## src/hw/rtl/tape_pulse_stream_decoder_assert.svh

```systemverilog
// ----------------------------------------------------------------------------
// Tape pulse stream decoder assertion macros
// Short forms for the clocked assertions used in the decoder RTL.
// ----------------------------------------------------------------------------
`ifndef TAPE_PULSE_STREAM_DECODER_ASSERT_SVH
`define TAPE_PULSE_STREAM_DECODER_ASSERT_SVH

// check on every edge once out of reset
`define TPSD_ASSERT(lbl, prop, msg) \
    lbl: assert property (@(posedge i_clk) disable iff (!i_rst_n) prop) else $error(msg);

// check on every edge, reset included
`define TPSD_ASSERT_ALWAYS(lbl, prop, msg) \
    lbl: assert property (@(posedge i_clk) prop) else $error(msg);

`endif

```

## src/hw/rtl/tpsd_pkg.sv

```systemverilog
// ----------------------------------------------------------------------------
// Tape pulse stream decoder package
// Shared types, signatures, clock table and result codes.
// ----------------------------------------------------------------------------
`timescale 1ns / 1ps

package tpsd_pkg;

    localparam int unsigned HEADER_BYTES_DEF = 20;
    localparam int unsigned SIG_LEN          = 12;
    localparam int unsigned POS_VERSION      = 12;
    localparam int unsigned POS_MACHINE      = 13;
    localparam int unsigned POS_VIDEO        = 14;

    localparam logic [7:0] SIG_A [SIG_LEN] = '{
        8'h43, 8'h36, 8'h34, 8'h2D, 8'h46, 8'h49,
        8'h4C, 8'h45, 8'h2D, 8'h52, 8'h41, 8'h57
    };
    localparam logic [7:0] SIG_B [SIG_LEN] = '{
        8'h43, 8'h31, 8'h36, 8'h2D, 8'h46, 8'h49,
        8'h4C, 8'h45, 8'h2D, 8'h52, 8'h41, 8'h57
    };

    localparam logic [1:0]  VERSION_SHORT  = 2'd0;
    localparam logic [1:0]  VERSION_HALF   = 2'd2;
    localparam logic [1:0]  MACHINE_LIMIT  = 2'd3;
    localparam logic [1:0]  LONG_BYTES     = 2'd3;
    localparam logic [20:0] SHORT_OVERFLOW = 21'h00100;
    localparam logic [23:0] LONG_OVERFLOW  = 24'hFFFFFF;

    typedef enum logic [1:0] {
        KIND_PULSE   = 2'd0,
        KIND_HDR_OK  = 2'd1,
        KIND_HDR_BAD = 2'd2
    } t_kind;

    typedef struct packed {
        logic        fin;
        logic        ok;
        logic [17:0] clock_rate;
        logic        half_waves;
    } t_hdr_res;

    typedef struct packed {
        logic       done;
        logic [1:0] version;
    } t_hdr_stat;

    function automatic logic [17:0] clock_lookup(input logic [1:0] machine, input logic video);
        logic [17:0] rate;
        unique case (machine)
            2'd0:    rate = video ? 18'd127840 : 18'd123156;
            2'd1:    rate = video ? 18'd127840 : 18'd138550;
            2'd2:    rate = video ? 18'd111860 : 18'd110840;
            default: rate = 18'd0;
        endcase
        return rate;
    endfunction

endpackage

```

## src/hw/rtl/tpsd_hdr.sv

```systemverilog
// ----------------------------------------------------------------------------
// Tape pulse stream decoder header parser
// Checks signature and format fields, one byte per step, and reports the verdict.
// ----------------------------------------------------------------------------
`timescale 1ns / 1ps

module tpsd_hdr
    import tpsd_pkg::*;
#(
    parameter int unsigned HEADER_BYTES = HEADER_BYTES_DEF
) (
    input  logic       i_clk,
    input  logic       i_rst_n,
    input  logic       i_step,
    input  logic [7:0] i_byte,
    output t_hdr_res   o_res,
    output t_hdr_stat  o_stat
);

    localparam int unsigned     POS_W    = $clog2(HEADER_BYTES);
    localparam logic [POS_W-1:0] POS_LAST = POS_W'(HEADER_BYTES - 1);

    logic             r_done,      n_done;
    logic [POS_W-1:0] r_pos,       n_pos;
    logic             r_sig_a,     n_sig_a;
    logic             r_sig_b,     n_sig_b;
    logic [1:0]       r_version,   n_version;
    logic [1:0]       r_machine,   n_machine;
    logic             r_video,     n_video;
    logic             r_fields_ok, n_fields_ok;
    logic             hdr_ok;

    always_comb begin
        n_done      = r_done;
        n_pos       = r_pos;
        n_sig_a     = r_sig_a;
        n_sig_b     = r_sig_b;
        n_version   = r_version;
        n_machine   = r_machine;
        n_video     = r_video;
        n_fields_ok = r_fields_ok;
        hdr_ok      = 1'b0;
        o_res       = '0;
        if (i_step && !r_done) begin
            if (r_pos < POS_W'(SIG_LEN)) begin
                if (i_byte != SIG_A[r_pos[3:0]]) n_sig_a = 1'b0;
                if (i_byte != SIG_B[r_pos[3:0]]) n_sig_b = 1'b0;
            end else if (r_pos == POS_W'(POS_VERSION)) begin
                n_version = i_byte[1:0];
                if (i_byte > 8'd2) n_fields_ok = 1'b0;
            end else if (r_pos == POS_W'(POS_MACHINE)) begin
                n_machine = i_byte[1:0];
                if (i_byte > 8'd2) n_fields_ok = 1'b0;
            end else if (r_pos == POS_W'(POS_VIDEO)) begin
                n_video = i_byte[0];
                if (i_byte > 8'd1) n_fields_ok = 1'b0;
            end
            if (r_pos != POS_LAST) begin
                n_pos = r_pos + 1'b1;
            end else begin
                hdr_ok    = (n_sig_a || n_sig_b) && n_fields_ok && (n_machine < MACHINE_LIMIT);
                o_res.fin = 1'b1;
                o_res.ok  = hdr_ok;
                n_pos     = '0;
                if (hdr_ok) begin
                    n_done           = 1'b1;
                    o_res.clock_rate = clock_lookup(n_machine, n_video);
                    o_res.half_waves = (n_version == VERSION_HALF);
                end else begin
                    n_sig_a     = 1'b1;
                    n_sig_b     = 1'b1;
                    n_version   = '0;
                    n_machine   = '0;
                    n_video     = 1'b0;
                    n_fields_ok = 1'b1;
                end
            end
        end
    end

    always_ff @(posedge i_clk) begin
        if (!i_rst_n) begin
            r_done      <= 1'b0;
            r_pos       <= '0;
            r_sig_a     <= 1'b1;
            r_sig_b     <= 1'b1;
            r_version   <= '0;
            r_machine   <= '0;
            r_video     <= 1'b0;
            r_fields_ok <= 1'b1;
        end else begin
            r_done      <= n_done;
            r_pos       <= n_pos;
            r_sig_a     <= n_sig_a;
            r_sig_b     <= n_sig_b;
            r_version   <= n_version;
            r_machine   <= n_machine;
            r_video     <= n_video;
            r_fields_ok <= n_fields_ok;
        end
    end

    assign o_stat.done    = r_done;
    assign o_stat.version = r_version;

endmodule

```

## src/hw/rtl/tape_pulse_stream_decoder.sv

```systemverilog
// ----------------------------------------------------------------------------
// Tape pulse stream decoder
// Parses a raw tape-image header, then turns pulse codes into pulse lengths.
//
//   channel  dir  valid        stall        payload
//   in       in   i_in_valid   o_in_stall   i_data_byte
//   out      out  o_out_valid  i_out_stall  o_result_kind, o_pulse_length,
//                                           o_clock_rate, o_half_waves
//
// One byte per cycle sustained while the output is not stalled.
// The byte register feeds a single decode step whose result lands in the
// output register; the overflow sum adder sets the longest path.
// Synchronous active-low reset; no clearing pass, ready once reset is released.
// A stalled output holds its word and stalls the input once the byte register is full.
// ----------------------------------------------------------------------------
`timescale 1ns / 1ps

module tape_pulse_stream_decoder
    import tpsd_pkg::*;
#(
    parameter int unsigned HEADER_BYTES = HEADER_BYTES_DEF
) (
    input  logic        i_clk,
    input  logic        i_rst_n,
    input  logic        i_in_valid,
    output logic        o_in_stall,
    input  logic [7:0]  i_data_byte,
    output logic        o_out_valid,
    input  logic        i_out_stall,
    output logic [1:0]  o_result_kind,
    output logic [31:0] o_pulse_length,
    output logic [17:0] o_clock_rate,
    output logic        o_half_waves
);

`include "tape_pulse_stream_decoder_assert.svh"

    logic        r_in_valid, n_in_valid;
    logic [7:0]  r_in_byte;
    logic [1:0]  r_long_cnt, n_long_cnt;
    logic [23:0] r_long_val, n_long_val;
    logic [31:0] r_sum,      n_sum;
    logic        r_out_valid, n_out_valid;
    t_kind       r_out_kind;
    logic [31:0] r_out_len;
    logic [17:0] r_out_rate;
    logic        r_out_half;

    logic        out_free;
    logic        in_accept;
    logic        step;
    logic        emit;
    logic        add_en;
    logic [20:0] add_val;
    logic [23:0] long_v;
    logic [32:0] sum_ext;
    logic [31:0] sum_sat;
    t_hdr_res    hdr_res;
    t_hdr_stat   hdr_stat;

    assign out_free   = !r_out_valid || !i_out_stall;
    assign o_in_stall = r_in_valid && !out_free;
    assign in_accept  = i_in_valid && !o_in_stall;
    assign step       = r_in_valid && out_free;

    always_comb begin
        n_in_valid = r_in_valid;
        if (in_accept) begin
            n_in_valid = 1'b1;
        end else if (out_free) begin
            n_in_valid = 1'b0;
        end
    end

    tpsd_hdr #(
        .HEADER_BYTES (HEADER_BYTES)
    ) u_hdr (
        .i_clk   (i_clk),
        .i_rst_n (i_rst_n),
        .i_step  (step),
        .i_byte  (r_in_byte),
        .o_res   (hdr_res),
        .o_stat  (hdr_stat)
    );

    always_comb begin
        n_long_cnt = r_long_cnt;
        n_long_val = r_long_val;
        emit       = 1'b0;
        add_en     = 1'b0;
        add_val    = '0;
        long_v     = {r_in_byte, r_long_val[15:0]};
        if (step && hdr_stat.done) begin
            if (r_long_cnt != 2'd0) begin
                n_long_cnt = r_long_cnt - 2'd1;
                unique case (r_long_cnt)
                    2'd3:    n_long_val[7:0]  = r_in_byte;
                    2'd2:    n_long_val[15:8] = r_in_byte;
                    default: begin
                        n_long_val = '0;
                        add_en     = 1'b1;
                        add_val    = long_v[23:3];
                        emit       = (long_v != LONG_OVERFLOW);
                    end
                endcase
            end else if (r_in_byte == 8'd0) begin
                if (hdr_stat.version == VERSION_SHORT) begin
                    add_en  = 1'b1;
                    add_val = SHORT_OVERFLOW;
                end else begin
                    n_long_cnt = LONG_BYTES;
                    n_long_val = '0;
                end
            end else begin
                add_en  = 1'b1;
                add_val = {13'd0, r_in_byte};
                emit    = 1'b1;
            end
        end
    end

    assign sum_ext = {1'b0, r_sum} + {12'd0, add_val};
    assign sum_sat = sum_ext[32] ? '1 : sum_ext[31:0];

    always_comb begin
        n_sum = r_sum;
        if (add_en) n_sum = sum_sat;
        if (emit)   n_sum = '0;
        if (hdr_res.fin && hdr_res.ok) begin
            n_sum = '0;
        end
    end

    always_comb begin
        n_out_valid = r_out_valid;
        if (out_free) begin
            n_out_valid = step && (emit || hdr_res.fin);
        end
    end

    always_ff @(posedge i_clk) begin
        if (!i_rst_n) begin
            r_in_valid  <= 1'b0;
            r_long_cnt  <= '0;
            r_long_val  <= '0;
            r_sum       <= '0;
            r_out_valid <= 1'b0;
        end else begin
            r_in_valid  <= n_in_valid;
            r_long_cnt  <= (hdr_res.fin && hdr_res.ok) ? 2'd0 : n_long_cnt;
            r_long_val  <= (hdr_res.fin && hdr_res.ok) ? 24'd0 : n_long_val;
            r_sum       <= n_sum;
            r_out_valid <= n_out_valid;
        end
    end

    always_ff @(posedge i_clk) begin
        if (in_accept) begin
            r_in_byte <= i_data_byte;
        end
        if (out_free && step && (emit || hdr_res.fin)) begin
            if (hdr_res.fin) begin
                r_out_kind <= hdr_res.ok ? KIND_HDR_OK : KIND_HDR_BAD;
                r_out_len  <= '0;
            end else begin
                r_out_kind <= KIND_PULSE;
                r_out_len  <= sum_sat;
            end
            r_out_rate <= hdr_res.clock_rate;
            r_out_half <= hdr_res.half_waves;
        end
    end

    assign o_out_valid    = r_out_valid;
    assign o_result_kind  = r_out_kind;
    assign o_pulse_length = r_out_len;
    assign o_clock_rate   = r_out_rate;
    assign o_half_waves   = r_out_half;

    `TPSD_ASSERT(a_long_after_hdr, (r_long_cnt != 2'd0) |-> hdr_stat.done, "long code before header")
    `TPSD_ASSERT(a_hdr_ok_done, (step && hdr_res.fin && hdr_res.ok) |=> hdr_stat.done, "header not latched")
    `TPSD_ASSERT(a_sum_cleared, (step && emit) |=> (r_sum == 32'd0), "sum not cleared after pulse")
    `TPSD_ASSERT_ALWAYS(a_pulse_plain, (r_out_valid && (r_out_kind == KIND_PULSE)) |-> ((r_out_rate == 18'd0) && !r_out_half), "pulse word carries header fields")

endmodule
```

## config.mk

```make
export PLATFORM = sky130hd
export DESIGN_NAME = tape_pulse_stream_decoder
export DESIGN_NICKNAME = d
export VERILOG_FILES = /design/src/hw/rtl/tpsd_pkg.sv /design/src/hw/rtl/tpsd_hdr.sv /design/src/hw/rtl/tape_pulse_stream_decoder.sv
export VERILOG_INCLUDE_DIRS = /design/src /design/src/hw/rtl
export SDC_FILE = /design/constraint.sdc
export NUM_CORES = 1
export LEC_CHECK = 0
export BUFFER_PORTS_ARGS = -buffer_cell sky130_fd_sc_hd__buf_2
export CAP_MARGIN = 20
export CORE_ASPECT_RATIO = 1.25
export CORE_MARGIN = 3
export CORE_UTILIZATION = 35
export DETAILED_ROUTE_END_ITERATION = 10
export GPL_ROUTABILITY_DRIVEN = 0
export PLACE_DENSITY_LB_ADDON = 0.25
export SYNTH_ARGS = -nofsm -noshare
export SYNTH_HDL_FRONTEND = slang
export SYNTH_SLANG_ARGS = --single-unit
```

## constraint.sdc

```tcl
create_clock -name i_clk -period 4.6 [get_ports i_clk]
set_clock_uncertainty 0.05 [all_clocks]
set_input_delay 0.69 -clock i_clk [delete_from_list [all_inputs] [get_ports i_clk]]
set_output_delay 0.69 -clock i_clk [all_outputs]
set_load 0.005 [all_outputs]
```

# Word level (Yosys, flattened, before mapping)
# Memories as Yosys holds them, arrays and structs flattened.
# Cells that the tools add are included.
op_classes:
  n_addsub: 3
  magnitude_cmp: 5
  eq_ne: 15
  muxes: 75
  n_bitwise: 5
  reduce_logical: 33
op_table:
  columns: ["op", "n"]
  rows:
  - ["2-to-1 mux 21 bit", 6]
  - ["one-hot mux 18 bit (3 select lines)", 1]
  - ["2-to-1 mux 16 bit", 3]
  - ["2-to-1 mux 1 bit", 37]
  - ["adder 32 x 21 -> 33 bit", 1]
  - ["2-to-1 mux 32 bit", 1]
  - ["2-to-1 mux 8 bit", 4]
  - ["one-hot mux 8 bit (2 select lines)", 2]
  - ["2-to-1 mux 2 bit", 15]
  - ["inequality test 24 bit, second input constant", 1]
  - ["2-to-1 mux 19 bit", 1]
  - ["2-to-1 mux 18 bit", 1]
  - ["inequality test 8 bit", 2]
  - ["equality test 5 x 4 -> 1 bit, second input constant", 3]
  - ["2-to-1 mux 13 bit", 1]
  - ["logical AND 1 bit", 11]
  - ["2-to-1 mux 11 bit", 1]
  - ["2-to-1 mux 9 bit", 1]
  - ["equality test 2 bit, second input constant", 4]
  - ["> comparator 8 x 1 -> 1 bit, second input constant", 1]
  - ["> comparator 8 x 2 -> 1 bit, second input constant", 1]
  - ["zero test 8 bit", 1]
  - ["AND reduction 4 bit", 2]
  - ["inequality test 2 bit, second input constant", 3]
  - ["17 further kinds", 32]
word_totals:
  register_bits: 127
  romBits: 256
  output_inout_bits: 55
  wordCells: 157
  n_memories: 2
mem_list:
  columns: ["memory", "depth", "word_bits", "read_ports", "rd_clocked_by_memory_dff", "wr", "line_no", "rtl"]
  rows:
  - ["(name not given)", 16, 8, 1, 0, 0, "tpsd_hdr.sv:46", "if (i_byte != SIG_A[r_pos[3:0]]) n_sig_a = 1'b0;"]
  - ["(name not given)", 16, 8, 1, 0, 0, "tpsd_hdr.sv:47", "if (i_byte != SIG_B[r_pos[3:0]]) n_sig_b = 1'b0;"]

# Depth between registers and ports, before layout
logic_depth:
  ltp_word: 16
  depth_mapped: 18
  mapped_depth_nobuf: 14

# By module
# A second synthesis with hierarchy kept.
unflattened:
  hier_cells: 765
  hier_area_um2: 7249.5
modules_own_cells:
  columns: ["module", "n_inst", "cells_per_inst", "area_each_um2", "seq_area_each_um2"]
  rows:
  - ["tape_pulse_stream_decoder", 1, 576, 5690.5, 2872.8]
  - ["tpsd_hdr", 1, 189, 1559.0, 280.3]

# Least setup slack after synthesis
# No wires, ideal clock.
synth_path:
  kind: "register to register"
  startpoint: "register r_long_cnt[0]"
  endpoint: "register r_out_len[21] (netlist: o_pulse_length[21]) (data pin)"
  setup_ns: 0.270
  arrival_time_ns: 3.647
  required_time_ns: 4.280
  path_slack_ns: 0.633
  path_stages_with_launch: 18
  cell_sequence: "dfxtp_1 inv_1 ha_1 nor3_1 clkbuf_1 nor2b_1 clkbuf_1 and2_1 ha_1 buf_2 a21oi_1 o211ai_1 a311oi_2 o31a_1 or2_1 buf_2 buf_2 a21oi_1"
synth_via:
  elab_chain_cells: 7
synth_lines:
  columns: ["element", "line_no", "rtl"]
  rows:
  - ["start: declaration", "tape_pulse_stream_decoder.sv:40", "logic [1:0] r_long_cnt, n_long_cnt;"]
  - ["start signal: assignment", "tape_pulse_stream_decoder.sv:150", "r_long_cnt <= (hdr_res.fin && hdr_res.ok) ? 2'd0 : n_long_cnt;"]
  - ["equality test 2 bit", "tape_pulse_stream_decoder.sv:96", "unique case (r_long_cnt)"]
  - ["OR reduction 2 bit (no line)", null, null]
  - ["2-to-1 mux 21 bit", "tape_pulse_stream_decoder.sv:96", null]
  - ["2-to-1 mux 21 bit *", "tape_pulse_stream_decoder.sv:94", "if (r_long_cnt != 2'd0) begin"]
  - ["2-to-1 mux 21 bit *", "tape_pulse_stream_decoder.sv:93", "if (step && hdr_stat.done) begin"]
  - ["adder 32 x 21 -> 33 bit *", "tape_pulse_stream_decoder.sv:122", "assign sum_ext = {1'b0, r_sum} + {12'd0, add_val};"]
  - ["2-to-1 mux 32 bit *", "tape_pulse_stream_decoder.sv:123", "assign sum_sat = sum_ext[32] ? '1 : sum_ext[31:0];"]
  - ["end signal: assignment", "tape_pulse_stream_decoder.sv:167", "r_out_len <= sum_sat;"]
  - ["end: declaration", "tape_pulse_stream_decoder.sv:45", "logic [31:0] r_out_len;"]
# Every way passes the cells marked *; elsewhere a longest branch is shown, timed or not.
# A chain may end at the register's enable or synchronous reset.

# Worst setup path in the final report
layout_path:
  startpoint: "register r_long_cnt[0]"
  endpoint: "register r_out_len[14] (netlist: o_pulse_length[14]) (data pin)"
# Same word-level chain as after synthesis.

==> flow_summary.ini <==
[status]
run_status = finished clean

[synth]
synth_area_in_simple_gates = 0.195
synthesis.area_per_instance_sq_um = 9.10
asyncSetResetFlopFracSynth = 0
synth_top_cell_by_area = edfxtp_1
syn_nets = 817
area_fraction_in_compound_gates_after_synthesis = 0.212
synthMuxAreaShare = 0.0130
ys_dominant_reg_cell = dfxtp_1
ys.warnings.count = 0
synth-adder-area-share = 0.0617
mappedNetlistArea_sq_um = 7020
post-synth-top-area-fraction = 0.235
postSynthRegisterBits = 121
synth_sequential_area_ratio = 0.424
synthCells = 771
synth_top_family_by_area = compound AO/OA/AOI/OAI gates
synth-xor-area-share = 0.0350
yosys.cell_types.count = 76
netlist_top_cells_area = edfxtp_1 24%, dfxtp_1 19%, ha_1 5.9%, nor2_1 5.2%, a21oi_1 4.8%
edff_count_synth = 55

[setup_path]
critical_path_data_arrival_time_ns = 4.30
timing.critical_path.cells = inv_1, ha_1, nor3_1, buf_4, a22oi_1, nor2_1, ha_1, fa_1, a21o_1, a311o_1, a31oi_4, o22ai_2, a2111o_1, o21ai_0, nor2_1
critPathCaptureType = flip-flop
start_kind = flip-flop
biggest_fanout_along_the_worst_timing_path = 15
max_stage_delay_ns = 0.43
critPathRequiredTime_ns = 4.72
worst_path_max_delay_cell = ha_1
setup.worst_path.class = reg2reg

[detailed_routing]
postRouteWirelength_um = 17700
vias_per_cell = 5.33
drt_pre_antenna_iters = 5
drt_first_iter_violations = 362
route.detailed.drc = 0
antenna_left = 0
via_count = 5869
routed_wire_length_per_instance_um = 16.1

[cells_and_area]
final_stage_net_count = 870
fraction_of_layout_cells_with_a_size_suffix_above_1 = 0.180
mostFrequentLayoutCell = nor2_1
layout_common_cells = 97 x nor2_1, 67 x a21oi_1, 66 x dfxtp_1
diodes = 0
area.growth.synth_to_final_pct = 16.5
post-route-util = 0.418

[global_routing]
largest_net_degree_at_the_start_of_global_routing = 48
grt.total_usage = 0.168
global_route.usage.met1 = 0.195
number_of_antenna_violations_at_the_first_check_in_global_routing = 0
gr-max-usage-layer = met2
grt.overflow.total = 0
grt_pass1_wl_um = 29100
groute.layer.met2.usage = 0.299
first_global_vias = 5745
grt_use_met3 = 0.0294

[timing]
tightestPinTransition_ns = 0.874
totalNegativeSetupSlack_ns = 0
grt_setup_unrepaired = no
setup_viol = 0
final.period_utilization = 0.908
finalCriticalPeriod_ns = 4.17
slew_viol_final = 0
hold_viol_final = 0
slew_headroom = 0.413
fmax_ghz = 0.240

[clocking]
max-clock-path-buffers = 2
tritoncts = yes
cts-htree-levels = 4
post-cts-setup-buffers = 0
holdBufCountCts = 0
path_clk_slew_ns = 0.06
buffer_type_at_the_clock_tree_root = clkbuf_16
numClockSinks = 121
numCtsBuffers = 17
total_of_cells_resized_after_clock_tree_synthesis = 0
worstSkewPairLatency_ns = 0.43

[power]
leakage_nw = 3.26
clock_power_share = 0.535
power_report.internal_total_mw = 2.02
power.density_cell_area_nw_per_um2 = 319
power.share.combinational = 0.030
power.share.switching = 0.225
sequentialPowerShare = 0.434
power.ir.vdd_worst_mv = 0.273
net-switching-power_mw = 0.587

[die]
die_width_um = 133
overall_die_area_sq_um = 21800
initial_utilization = 0.359
ios = 67
coreArea_sq_um = 19500
rows = 57
die_h_um = 164

[job]
max_cap_viol_count = 0

[worst_hold_path]
hold_path_class = in2reg

[placed_design]
dp_wirelength_um = 12900
buffer_ports.inserted = 65
==> cell usage after synthesis, drive strengths merged (3+ instances only) <==
cell,instances
nand3b,3
a22oi,11
o21bai,5
nor4,3
clkbuf,22
a311oi,12
nand2,55
o21a,4
and3,13
nor2,100
mux2i,8
or3,8
o31ai,4
a21oi,71
xnor2,18
inv,21
xor2,10
o21ai,26
buf,38
a211oi,26
nor3,12
o22ai,6
a31oi,9
a41oi,5
o211ai,4
a21o,7
nand4,17
nor2b,8
nand2b,7
and2,18
ha,33
nand3,30
dfxtp,66
edfxtp,55
==> area by class of cell <==
cell class / count / area (sq um)
flip-flops and latches: 121 / 2970
fillers: 1978 / 11400
inverters: 21 / 78.8
well taps: 265 / 332
clock inverters: 15 / 190
clock buffers: 17 / 425
repair buffers: 94 / 543
multi-input cells: 569 / 3630
==> metrics by stage <==
step	worst slack [ns]	cells	instance area (sq um)	total power [mW]	hold WS, ns
global route	0.167	1102	8170	2.69	0.374
finish	0.425	1102	8170	2.60	0.389
detailed placement	0.424	1070	7560	1.23	0.394
floorplan	0.633	771	7020	1.21	0.382
global placement	0.510	1070	7560	1.23	0.391
CTS	0.389	1102	8170	2.63	0.372
==> worst paths after layout <==
kind                                                 start                                to  slack, ns  cells past startpoint
worst max-delay path            r_long_cnt[0]$_SDFFE_PP0P_  o_pulse_length[14]$_SDFFCE_PP0P_       0.43                     15
worst min-delay path                        i_data_byte[3]            r_in_byte[3]$_DFFE_PP_       0.39                      1
worst max register to register  r_long_cnt[0]$_SDFFE_PP0P_  o_pulse_length[14]$_SDFFCE_PP0P_       0.43                     15
worst min register to register  r_long_val[0]$_SDFFE_PP0P_        r_long_val[0]$_SDFFE_PP0P_       0.40                      2
==> worst max-delay path, delay by kind of cell, from the launching register on <==
family,cells,cell delay [ns]
AO/OA/AOI/OAI,7,1.92
adder cells (fa/ha/maj),3,1.07
buffers and inverters,2,0.28
flip-flops,1,0.34
AND/OR/NAND/NOR,3,0.25
==> layer usage <==
| metal | part of all wire | vias to the layer above |
|---|---|---|
| li1 | - | 2922 |
| met1 | 0.43 | 2795 |
| met2 | 0.51 | 120 |
| met3 | 0.030 | 32 |
| met4 | 0.028 | 0 |
| met5 | 0 | - |
==> flip-flops by register name, indices dropped and copies added (netlist names) <==
register	flops
o_out_valid	1
u_hdr.r_machine	2
u_hdr.r_pos	5
r_in_valid	1
o_pulse_length	32
u_hdr.r_sig_b	1
u_hdr.r_video	1
u_hdr.r_fields_ok	1
u_hdr.r_done	1
u_hdr.r_sig_a	1
o_result_kind	2
r_in_byte	8
r_long_val	16
o_clock_rate	12
r_long_cnt	2
o_half_waves	1
r_sum	32
u_hdr.r_version	2
==> cell families (layout without fill, tap and decap cells) <==
| logic type | after synthesis | after routing |
|---|---|---|
| and+or+nand+nor | 282 | 282 |
| AOI/OAI and AO/OA | 215 | 215 |
| DFF | 121 | 121 |
| buffers and inverters | 81 | 147 |
| adders and majority gates | 34 | 34 |
| xor gates and xnor gates | 28 | 28 |
| muxes | 9 | 9 |
| other | 1 | 1 |
==> power groups by stage <==
stage | Combinational (mW) | Clock (mW) | Sequential, mW
after floorplan | 0.0541 | 0 | 1.15
after detailed placement | 0.0800 | 0 | 1.15
final | 0.0794 | 1.39 | 1.13
after global placement | 0.0800 | 0 | 1.15
after CTS | 0.0800 | 1.42 | 1.13
after global routing | 0.0889 | 1.47 | 1.13
Note: power is estimated with default switching activity, not from simulation.
